File: config.mk
export PLATFORM = sky130hd
export DESIGN_NAME = motor_supervisor_fsm_top
export DESIGN_NICKNAME = d
export VERILOG_FILES = /design/src/rtl/msup_pkg.sv /design/src/rtl/motor_supervisor_fsm_top.sv /design/src/rtl/msup_ctrl.sv /design/src/rtl/msup_dp.sv
export SDC_FILE = /design/constraint.sdc
export NUM_CORES = 1
export LEC_CHECK = 0
export ABC_AREA = 0
export BUFFER_PORTS_ARGS = -buffer_cell sky130_fd_sc_hd__buf_2
export CAP_MARGIN = 25
export CORE_ASPECT_RATIO = 1.25
export CORE_UTILIZATION = 55
export CTS_CLUSTER_DIAMETER = 200
export CTS_CLUSTER_SIZE = 8
export DETAILED_ROUTE_END_ITERATION = 8
export GPL_ROUTABILITY_DRIVEN = 1
export PLACE_DENSITY_LB_ADDON = 0.1
export SLEW_MARGIN = 20
export SYNTH_ARGS = -nofsm -noshare
export SYNTH_HDL_FRONTEND = slang
export SYNTH_HIERARCHICAL = 1
export SYNTH_SLANG_ARGS = --single-unit
File: constraint.sdc
create_clock -name i_clk -period 7.8 [get_ports i_clk]
set_input_delay 1.56 -clock i_clk [delete_from_list [all_inputs] [get_ports i_clk]]
set_output_delay 1.56 -clock i_clk [all_outputs]
set_load 0.005 [all_outputs]
File: src/rtl/msup_pkg.sv
// Shared types, codes and constants for the motor supervisor.
package msup_pkg;

    localparam int unsigned OP_W       = 3;
    localparam int unsigned ANG_W      = 14;
    localparam int unsigned CNT_W      = 13;
    localparam int unsigned SUM_W      = 32;
    localparam int unsigned CFG_IDX_W  = 3;
    localparam int unsigned CFG_DATA_W = 16;
    localparam int unsigned IN_DATA_W  = 104;
    localparam int unsigned OUT_DATA_W = 96;

    localparam logic [ANG_W-1:0] THIRD_TURN = ANG_W'(16'h4000 / 3);
    localparam logic [15:0]      STALL_CUR  = 16'd200;
    localparam logic [31:0]      STALL_HOLD = 32'd500;
    localparam logic [31:0]      ARM_TMO    = 32'd1000;

    // Reset values of the configuration registers
    localparam logic [15:0]      RST_INIT_DLY = 16'd500;
    localparam logic [15:0]      RST_STEP_DLY = 16'd10;
    localparam logic [CNT_W-1:0] RST_NSAMP    = CNT_W'(256);
    localparam logic [ANG_W-1:0] RST_ASTEP    = ANG_W'(64);
    localparam logic [15:0]      RST_HVEL     = 16'hFF9C;

    typedef enum logic [2:0] {
        REG_INVERT = 3'd0, REG_INIT_DLY = 3'd1, REG_STEP_DLY = 3'd2,
        REG_NSAMP = 3'd3, REG_ASTEP = 3'd4, REG_HVEL = 3'd5
    } t_reg_idx;

    typedef enum logic [2:0] {
        OP_TICK = 3'd0, OP_ERROR = 3'd1, OP_DISARM = 3'd2,
        OP_ARM = 3'd3, OP_CAL = 3'd4, OP_HOME = 3'd5
    } t_op;

    typedef enum logic [2:0] {
        ST_STARTUP = 3'd0, ST_DISARMED = 3'd1, ST_ERROR = 3'd2,
        ST_ARMED = 3'd3, ST_HOMING = 3'd4, ST_CAL = 3'd5
    } t_top;

    typedef enum logic [2:0] {
        SUB_NULL = 3'd0, SUB_HOLD_THIRD = 3'd1, SUB_HOLD_ZERO = 3'd2,
        SUB_SAMPLE = 3'd3, SUB_STEP = 3'd4
    } t_sub;

    typedef enum logic [2:0] {
        ERR_OK = 3'd0, ERR_TIMEOUT = 3'd1, ERR_LINK = 3'd2,
        ERR_SIGNAL = 3'd3, ERR_OTHER = 3'd4
    } t_err;

    typedef enum logic [1:0] {
        FOC_STOP = 2'd0, FOC_VOLT = 2'd1, FOC_CURR = 2'd2
    } t_foc;

    typedef enum logic [1:0] {C_IDLE, C_DIV, C_OUT} t_ctl;

    // Controller to datapath
    typedef struct packed {
        logic load;      // register incoming word, apply event
        logic div_start; // start the offset division
        logic div_step;  // one restoring division step
        logic div_done;  // write quotient into offset
    } t_cmd;

    // Datapath to controller
    typedef struct packed {
        logic need_div;  // event finishes calibration with nonzero count
    } t_sts;

endpackage

File: src/rtl/motor_supervisor_fsm_top.sv
// Top level of the motor supervisor: controller plus datapath.
// Usage:
//  One event word enters on s_axis (op, time, angles, current, error kind);
//  exactly one status word leaves on m_axis per event, reflecting the state
//  after that event is applied.
//  m_axis_tvalid rises in the cycle after the accept edge for most events;
//  the event that ends a calibration runs a 32-step restoring divider and
//  then writes the quotient back before its result is valid.
//  Items are processed one at a time; s_axis_tready is low while a word is
//  in work or waiting on the output.
//  If m_axis_tready is low the result holds and no new event is accepted.
//  Reset (synchronous, active low) returns to startup, clears all state except the divider registers and
//  loads the configuration defaults. Configuration writes on i_cfg_* take
//  effect at the next edge and should be made while idle.
module motor_supervisor_fsm_top
    import msup_pkg::*;
(
    input  logic                  i_clk,
    input  logic                  i_rst_n,
    input  logic                  i_cfg_we,
    input  logic [CFG_IDX_W-1:0]  i_cfg_idx,
    input  logic [CFG_DATA_W-1:0] i_cfg_data,
    input  logic                  s_axis_tvalid,
    output logic                  s_axis_tready,
    // operation, event_time, measured_elec_angle, measured_current_q,
    // measured_mech_angle, error_kind, zero pad
    input  logic [IN_DATA_W-1:0]  s_axis_tdata,
    output logic                  m_axis_tvalid,
    input  logic                  m_axis_tready,
    // ctrl_state, foc_mode, outer_mode, elec_angle_ref, velocity_ref,
    // homing_offset, clear_errors, break_release, error_code, offset_valid,
    // home_done, elec_offset, zero pad
    output logic [OUT_DATA_W-1:0] m_axis_tdata
);
    t_cmd w_cmd;
    t_sts w_sts;

    msup_ctrl u_ctrl (
        .i_clk(i_clk), .i_rst_n(i_rst_n),
        .i_in_valid(s_axis_tvalid), .o_in_ready(s_axis_tready),
        .o_out_valid(m_axis_tvalid), .i_out_ready(m_axis_tready),
        .i_sts(w_sts), .o_cmd(w_cmd)
    );

    msup_dp u_dp (
        .i_clk(i_clk), .i_rst_n(i_rst_n),
        .i_cfg_we(i_cfg_we), .i_cfg_idx(i_cfg_idx), .i_cfg_data(i_cfg_data),
        .i_in_data(s_axis_tdata), .i_cmd(w_cmd), .o_sts(w_sts),
        .o_out_data(m_axis_tdata)
    );

    // Never take a new word while a result waits
    a_no_overlap: assert property (@(posedge i_clk) disable iff (!i_rst_n)
        m_axis_tvalid |-> !s_axis_tready) else $error("accept during output");

    // Divider steps never coincide with a load
    a_div_excl: assert property (@(posedge i_clk) disable iff (!i_rst_n)
        w_cmd.div_step |-> !w_cmd.load) else $error("divide overlaps load");

    // A result is held until taken
    a_hold: assert property (@(posedge i_clk) disable iff (!i_rst_n)
        (m_axis_tvalid && !m_axis_tready) |=> $stable(m_axis_tdata))
        else $error("result changed while stalled");
endmodule

File: src/rtl/msup_ctrl.sv
// Sequencing controller: accept, optional serial divide, present result.
module msup_ctrl
    import msup_pkg::*;
(
    input  logic i_clk,
    input  logic i_rst_n,
    input  logic i_in_valid,
    output logic o_in_ready,
    output logic o_out_valid,
    input  logic i_out_ready,
    input  t_sts i_sts,
    output t_cmd o_cmd
);
    t_ctl r_state, n_state;
    logic [5:0] r_cnt, n_cnt;

    // State register
    always_ff @(posedge i_clk) begin
        if (!i_rst_n) begin
            r_state <= C_IDLE;
            r_cnt   <= '0;
        end else begin
            r_state <= n_state;
            r_cnt   <= n_cnt;
        end
    end

    // Next state and commands
    always_comb begin
        n_state = r_state;
        n_cnt = r_cnt;
        o_cmd = '0;
        o_in_ready = 1'b0;
        o_out_valid = 1'b0;
        case (r_state)
            C_IDLE: begin
                o_in_ready = 1'b1;
                if (i_in_valid) begin
                    o_cmd.load = 1'b1;
                    if (i_sts.need_div) begin
                        o_cmd.div_start = 1'b1;
                        n_cnt = 6'd0;
                        n_state = C_DIV;
                    end else begin
                        n_state = C_OUT;
                    end
                end
            end
            C_DIV: begin
                o_cmd.div_step = 1'b1;
                n_cnt = r_cnt + 6'd1;
                if (r_cnt == 6'd31) begin
                    n_state = C_OUT;
                end
            end
            C_OUT: begin
                if (r_cnt == 6'd32) begin
                    o_cmd.div_done = 1'b1;
                    n_cnt = 6'd0;
                end else begin
                    o_out_valid = 1'b1;
                    if (i_out_ready) begin
                        n_state = C_IDLE;
                    end
                end
            end
            default: n_state = C_IDLE;
        endcase
    end
endmodule

File: src/rtl/msup_dp.sv
// Datapath: supervisor state registers, event update and serial divider.
module msup_dp
    import msup_pkg::*;
(
    input  logic                  i_clk,
    input  logic                  i_rst_n,
    input  logic                  i_cfg_we,
    input  logic [CFG_IDX_W-1:0]  i_cfg_idx,
    input  logic [CFG_DATA_W-1:0] i_cfg_data,
    input  logic [IN_DATA_W-1:0]  i_in_data,
    input  t_cmd                  i_cmd,
    output t_sts                  o_sts,
    output logic [OUT_DATA_W-1:0] o_out_data
);
    // Configuration
    logic              r_inv;
    logic [15:0]       r_init_dly, r_step_dly, r_hvel;
    logic [CNT_W-1:0]  r_nsamp;
    logic [ANG_W-1:0]  r_astep;

    always_ff @(posedge i_clk) begin
        if (!i_rst_n) begin
            r_inv <= 1'b0; r_init_dly <= RST_INIT_DLY; r_step_dly <= RST_STEP_DLY;
            r_nsamp <= RST_NSAMP; r_astep <= RST_ASTEP; r_hvel <= RST_HVEL;
        end else if (i_cfg_we) begin
            case (t_reg_idx'(i_cfg_idx))
                REG_INVERT:   r_inv <= i_cfg_data[0];
                REG_INIT_DLY: r_init_dly <= i_cfg_data;
                REG_STEP_DLY: r_step_dly <= i_cfg_data;
                REG_NSAMP:    r_nsamp <= i_cfg_data[CNT_W-1:0];
                REG_ASTEP:    r_astep <= i_cfg_data[ANG_W-1:0];
                REG_HVEL:     r_hvel <= i_cfg_data;
                default: ;
            endcase
        end
    end

    // Input fields
    logic [2:0]  w_op, w_kind;
    logic [31:0] w_now, w_mech;
    logic [ANG_W-1:0] w_meas;
    logic signed [15:0] w_iq;
    assign w_op   = i_in_data[2:0];
    assign w_now  = i_in_data[34:3];
    assign w_meas = i_in_data[48:35];
    assign w_iq   = i_in_data[64:49];
    assign w_mech = i_in_data[96:65];
    assign w_kind = i_in_data[99:97];

    // State
    t_top r_top, n_top;
    t_sub r_sub, n_sub;
    logic [31:0] r_start, n_start;
    logic [CNT_W-1:0] r_cnt, n_cnt;
    logic signed [SUM_W-1:0] r_sum, n_sum;
    logic [2:0] r_err, n_err;
    logic [ANG_W-1:0] r_aref, n_aref;
    logic [1:0] r_foc, n_foc;
    logic r_vel, n_vel, r_clr, n_clr, r_offok, n_offok, r_homeok, n_homeok;
    logic [15:0] r_vref, n_vref;
    logic [31:0] r_hoff, n_hoff;
    logic [ANG_W-1:0] r_off;
    logic r_brk, n_brk, n_div;

    // Divider registers: magnitude restoring divide
    logic [31:0] r_quo, r_rem;
    logic [CNT_W-1:0] r_dvs;
    logic r_neg;

    logic w_exp_init, w_exp_step, w_exp_hold, w_exp_arm;
    logic w_low_iq;
    logic [31:0] w_hold_base;
    assign w_exp_init = w_now > (r_start + {16'd0, r_init_dly});
    assign w_exp_step = w_now > (r_start + {16'd0, r_step_dly});
    assign w_exp_arm  = w_now > (r_start + ARM_TMO);

    // Homing: low current restarts the stall timer before the expiry test
    assign w_low_iq    = (w_iq < signed'(STALL_CUR)) && (w_iq > -signed'(STALL_CUR));
    assign w_hold_base = w_low_iq ? w_now : r_start;
    assign w_exp_hold  = w_now > (w_hold_base + STALL_HOLD);

    // Wrapped angle error
    logic [ANG_W-1:0] w_d;
    logic signed [SUM_W-1:0] w_sd;
    assign w_d  = r_aref - w_meas;
    assign w_sd = SUM_W'(signed'(w_d));

    // Event update
    always_comb begin
        n_top = r_top; n_sub = r_sub; n_start = r_start; n_cnt = r_cnt;
        n_sum = r_sum; n_err = r_err; n_aref = r_aref; n_foc = r_foc;
        n_vel = r_vel; n_clr = r_clr; n_offok = r_offok; n_homeok = r_homeok;
        n_vref = r_vref; n_hoff = r_hoff; n_brk = 1'b0; n_div = 1'b0;
        case (t_op'(w_op))
            OP_TICK: begin
                case (r_top)
                    ST_CAL: begin
                        case (r_sub)
                            SUB_HOLD_THIRD: if (w_exp_init) begin
                                n_aref = '0; n_sub = SUB_HOLD_ZERO; n_start = w_now;
                            end
                            SUB_HOLD_ZERO, SUB_STEP: begin
                                if ((r_sub == SUB_HOLD_ZERO) ? w_exp_init : w_exp_step) begin
                                    n_sum = r_sum + w_sd;
                                    n_cnt = r_cnt + 1'b1;
                                    n_sub = SUB_SAMPLE;
                                end
                            end
                            SUB_SAMPLE: begin
                                if (r_cnt < r_nsamp) begin
                                    if (r_cnt < (r_nsamp >> 1)) n_aref = r_aref + r_astep;
                                    else n_aref = r_aref - r_astep;
                                    n_sub = SUB_STEP; n_start = w_now;
                                end else begin
                                    n_div = (r_cnt != '0);
                                    n_offok = 1'b1; n_foc = FOC_STOP; n_clr = 1'b0;
                                    n_top = ST_DISARMED; n_sub = SUB_NULL;
                                end
                            end
                            default: ;
                        endcase
                    end
                    ST_HOMING: begin
                        if (w_low_iq)
                            n_start = w_now;
                        if (w_exp_hold) begin
                            n_homeok = 1'b1;
                            n_hoff = r_inv ? (32'd0 - w_mech) : w_mech;
                            n_foc = FOC_STOP; n_clr = 1'b0; n_top = ST_DISARMED;
                        end
                    end
                    ST_ARMED: if (w_exp_arm) begin
                        n_err = ERR_TIMEOUT; n_foc = FOC_STOP; n_clr = 1'b1;
                        n_top = ST_ERROR;
                    end
                    ST_STARTUP: begin
                        n_foc = FOC_STOP; n_clr = 1'b0; n_top = ST_DISARMED;
                        n_sub = SUB_NULL;
                    end
                    default: ;
                endcase
            end
            OP_ERROR: if (r_top != ST_ERROR) begin
                n_err = (w_kind == ERR_LINK || w_kind == ERR_SIGNAL || w_kind == ERR_OTHER)
                        ? w_kind : ERR_OTHER;
                n_foc = FOC_STOP;
                if (n_err == ERR_LINK || n_err == ERR_SIGNAL) n_homeok = 1'b0;
                n_clr = 1'b1; n_top = ST_ERROR;
            end
            OP_DISARM: begin
                if (r_top == ST_ARMED) begin
                    n_foc = FOC_STOP; n_clr = 1'b0; n_top = ST_DISARMED;
                end else if (r_top == ST_ERROR) begin
                    n_foc = FOC_STOP; n_clr = 1'b0; n_top = ST_DISARMED;
                    n_err = ERR_OK; n_brk = 1'b1;
                end
            end
            OP_ARM: begin
                if (r_top == ST_DISARMED) begin
                    n_foc = FOC_CURR; n_vel = 1'b0; n_vref = '0; n_top = ST_ARMED;
                    n_start = w_now;
                end else if (r_top == ST_ARMED) begin
                    n_start = w_now;
                end
            end
            OP_CAL: if (r_top == ST_DISARMED) begin
                n_foc = FOC_VOLT; n_offok = 1'b0; n_cnt = '0; n_sum = '0;
                n_aref = THIRD_TURN; n_top = ST_CAL; n_sub = SUB_HOLD_THIRD;
                n_start = w_now;
            end
            OP_HOME: if (r_top == ST_DISARMED) begin
                n_homeok = 1'b0; n_hoff = '0; n_foc = FOC_CURR; n_vel = 1'b1;
                n_vref = r_hvel; n_top = ST_HOMING; n_start = w_now;
            end
            default: ;
        endcase
    end

    assign o_sts.need_div = n_div;

    logic [31:0] w_trial;
    assign w_trial = {r_rem[30:0], r_quo[31]};

    always_ff @(posedge i_clk) begin
        if (!i_rst_n) begin
            r_top <= ST_STARTUP; r_sub <= SUB_NULL; r_start <= '0; r_cnt <= '0;
            r_sum <= '0; r_err <= ERR_OK; r_aref <= '0; r_foc <= FOC_STOP;
            r_vel <= 1'b0; r_clr <= 1'b0; r_offok <= 1'b0; r_homeok <= 1'b0;
            r_vref <= '0; r_hoff <= '0; r_off <= '0; r_brk <= 1'b0;
        end else begin
            if (i_cmd.load) begin
                r_top <= n_top; r_sub <= n_sub; r_start <= n_start; r_cnt <= n_cnt;
                r_sum <= n_sum; r_err <= n_err; r_aref <= n_aref; r_foc <= n_foc;
                r_vel <= n_vel; r_clr <= n_clr; r_offok <= n_offok;
                r_homeok <= n_homeok; r_vref <= n_vref; r_hoff <= n_hoff;
                r_brk <= n_brk;
                // empty average gives zero
                if (n_offok && !r_offok && !n_div) r_off <= '0;
            end
            if (i_cmd.div_done)
                r_off <= r_neg ? ANG_W'(32'd0 - r_quo) : r_quo[ANG_W-1:0];
        end
    end

    // Serial divider, one quotient bit per step
    always_ff @(posedge i_clk) begin
        if (i_cmd.div_start) begin
            r_quo <= r_sum[SUM_W-1] ? (32'd0 - r_sum) : r_sum;
            r_neg <= r_sum[SUM_W-1];
            r_rem <= '0;
            r_dvs <= r_cnt;
        end else if (i_cmd.div_step) begin
            if (w_trial >= {19'd0, r_dvs}) begin
                r_rem <= w_trial - {19'd0, r_dvs};
                r_quo <= {r_quo[30:0], 1'b1};
            end else begin
                r_rem <= w_trial;
                r_quo <= {r_quo[30:0], 1'b0};
            end
        end
    end

    // Result word, zero padded to whole bytes
    assign o_out_data = {7'd0, r_off, r_homeok, r_offok, r_err, r_brk, r_clr, r_hoff,
                         r_vref, r_aref, r_vel, r_foc, r_top};
endmodule

==> results.toml <==
[grt]
grt_usage = 0.286
grt_pass1_wl_mm = 108
antenna_found_initial = 3
overflow = 0
grt_start_max_net_pins = 85
grt_pass1_vias = 22000

[min_path]
min_delay_path_depth = 2
hold_class = "reg2reg"

[detailed_routing]
wirelength_mm = 66.7
drt_iter0_markers = 1483
via_per_inst = 5.92
drc_errors = 12
firstDrtPassIters = 8
route.detailed.wl_per_inst_um = 17.2
ant_nets = 0
vias = 23000

[yosys]
synthCells = 3151
synth_seq_cells = 330
avgSynthCellArea_um2 = 7.96
async_reset_ff_frac = 0
synthFlopType = "dfxtp_1"
synth_largest_area_cell = "dfxtp_1"
synthesis.area_um2 = 25100
synth_top_area_share = 0.227
yosysWarnings = 6
synth.top_cells.by_area = "dfxtp_1, ha_1, xnor2_1"
synth_most_common_cell = "nand2_1"
ys_seq_area_frac = 0.282
ys_top_cells_by_count = "nand2_1, nor2_1, dfxtp_1"
synth_cell_type_count = 91
synth_edf_count = 46

[clock_network]
cts_hold_buf = 0
insertion_delay_ns = 0.60
cts_tree = "done"
cts_buffer_depth = 3
cts.sinks = 330
cts.clk_slew.worst_paths_ns = 0.05
cts_root_buf = "clkbuf_16"
cts_resized = 0
h-tree-depth = 2
cts_buffers = 47
postCtsSetupRepairBufs = 0

[cells_and_area]
drive_above_1_share = 0.108
nFillCells = 4173
fin_area_um2 = 27800
nets = 3687
area_delta_synth_final_pct = 10.8

[placed_design]
dpl_cell_area_um2 = 26500
gp_congestion = 0.905
io_buffers = 214
hpwl_mm = 49.4

[critical_path]
worstPathArrival_ns = 7.34
endpoint_kind = "flip-flop"
crit_fanout = 32
cp-start-kind = "flip-flop"
required_ns = 8.27
rr_worst_depth = 26
path_class = "reg2reg"

[sta]
hold_viol_final = 0
worstMarginPinSlew_ns = 1.05
setup_viol = 0
rsz0062_at_grt = "no"
fmax_mhz = 145
clock_skew_ns = 0.0338
drv_slew = 0
relSlewSlack = 0.297
tns_ns = 0
fin_crit_ns = 6.87
final.period_utilization = 0.881

[die]
fp.dieW_um = 193
num_rows = 87
start_util = 0.556
die_h_um = 241
core_um2 = 45100
ios = 226
dieArea_um2 = 46400

[pwr]
p_leak_nw = 11.3
p_per_area_nw_per_um2 = 149
ir_worst_vdd_v = 0.000153

[run_status]
violations = "design-rule violations"
status = "finished, violations left"

[job]
cap_violations = 0
## worst paths after layout
kind	endpoint	startpoint	slack [ns]
worst max-delay path	u_dp/r_sum[3]	u_dp/r_init_dly[0]	0.93
worst min register to register	u_dp/r_hoff[15]	u_dp/r_hoff[15]	0.45
worst min-delay path	u_dp/r_hoff[15]	u_dp/r_hoff[15]	0.45
worst max register to register	u_dp/r_sum[3]	u_dp/r_init_dly[0]	0.93
## per-layer routing
metal | track usage | vias up | wire length [µm] | part of all wire
met1 | 0.347 | 10800 | 28400 | 0.43
met4 | 0.133 | 2 | 2900 | 0.043
met2 | 0.495 | 552 | 32300 | 0.48
met5 | 0 | - | 13 | 0.00019
met3 | 0.0428 | 149 | 3040 | 0.046
li1 | - | 11500 | - | -
## sequential cells by signal, summed over array words and instances (netlist names), 3 cells and up
name and flops:
u_dp/r_dvs 13, u_dp/r_top 3, u_dp/r_hvel 16, u_dp/r_off 14
u_dp/r_nsamp 13, u_ctrl/r_cnt 6, u_dp/r_quo 32, u_dp/r_aref 14
u_dp/r_sub 3, u_dp/r_start 32, u_dp/r_rem 31, u_dp/r_cnt 13
u_dp/r_hoff 32, u_dp/r_vref 16, u_dp/r_err 3, u_dp/r_init_dly 16
u_dp/r_sum 32, u_dp/r_step_dly 16, u_dp/r_astep 14
## report_power, final
part	total (mW)	internal (mW)	switching, mW
Clock	1.85	1.09	0.768
Sequential	1.77	1.74	0.0286
Combinational	0.528	0.216	0.312
Total	4.15	3.04	1.11
## layout by cell type, fill, tap and decap left out, types with 19 or more instances in the layout
master | Yosys | final
a211oi_1 | 33 | 33
a21o_1 | 64 | 64
a21oi_1 | 267 | 264
a22oi_1 | 32 | 32
and3_1 | 23 | 23
buf_2 | 5 | 215
buf_4 | 13 | 22
clkbuf_16 | 0 | 47
dfxtp_1 | 284 | 284
edfxtp_1 | 46 | 46
ha_1 | 263 | 263
inv_1 | 111 | 111
mux2i_1 | 67 | 67
nand2_1 | 363 | 363
nand2b_1 | 34 | 34
nand3_1 | 134 | 134
nand4_1 | 53 | 53
nor2_1 | 315 | 314
nor2b_1 | 35 | 35
nor3_1 | 79 | 79
nor4_1 | 25 | 25
o21a_1 | 20 | 20
o21ai_0 | 149 | 149
o31ai_1 | 33 | 33
or3_1 | 40 | 40
or4_1 | 19 | 19
xnor2_1 | 189 | 188
xor2_1 | 102 | 102
## worst max-delay path: stages (launching register included)
cell and delay, ns:
dfxtp_1 0.34, ha_1 0.23, fa_1 0.41, a21o_1 0.18, a21oi_1 0.20, nor2b_1 0.07, o21a_1 0.19, o311a_1 0.32
o31a_1 0.37, a41o_1 0.26, o21a_1 0.17, nor2_1 0.54, nor2_1 0.13, xnor2_1 0.16, ha_1 0.31, nand2_1 0.07
o21a_1 0.11, o21ai_0 0.10, a2111o_1 0.43, a21oi_1 0.18, nor3_1 0.14, o21ba_2 0.40, a21oi_4 0.75, buf_4 0.38
nor3_1 0.09, a21oi_1 0.13, nor2_1 0.05
## through the flow
| stage | utilization | setup WS (ns) | hold WS [ns] | total power, mW | cells |
|---|---|---|---|---|---|
| 2_1_floorplan | - | 0.170 | 0.407 | 2.15 | 3157 |
| 3_3_place_gp | 0.587 | 0.669 | 0.441 | 2.30 | 3816 |
| 3_5_place_dp | 0.587 | 0.544 | 0.447 | 2.32 | 3817 |
| 4_1_cts | 0.616 | 0.927 | 0.453 | 4.19 | 3878 |
| 5_1_grt | 0.616 | 0.394 | 0.472 | 4.32 | 3882 |
| 6_report | 0.616 | 0.927 | 0.453 | 4.15 | 3882 |
## area by class of cell
type,instances,area [µm²],area share
Antenna cell,2,5.00,0.000180
Inverter,113,429,0.0154
Clock buffer,57,1210,0.0437
Multi-Input combinational cell,2559,17000,0.612
Clock inverter,4,75.1,0.00270
Sequential cell,330,7070,0.254
Timing Repair Buffer,239,1270,0.0458
Tap cell,578,723,0.0260
## cell families after synthesis
logic type | Yosys count | share of synthesized area
mux | 76 | 0.0308
other cells | 1 | 0.000150
xor+xnor | 291 | 0.102
fa+ha+maj | 269 | 0.136
simple gates | 1188 | 0.224
compound gates | 728 | 0.183
flops | 330 | 0.282
buf+inv | 268 | 0.0431
No activity file was read; power rests on OpenSTA's default activity.
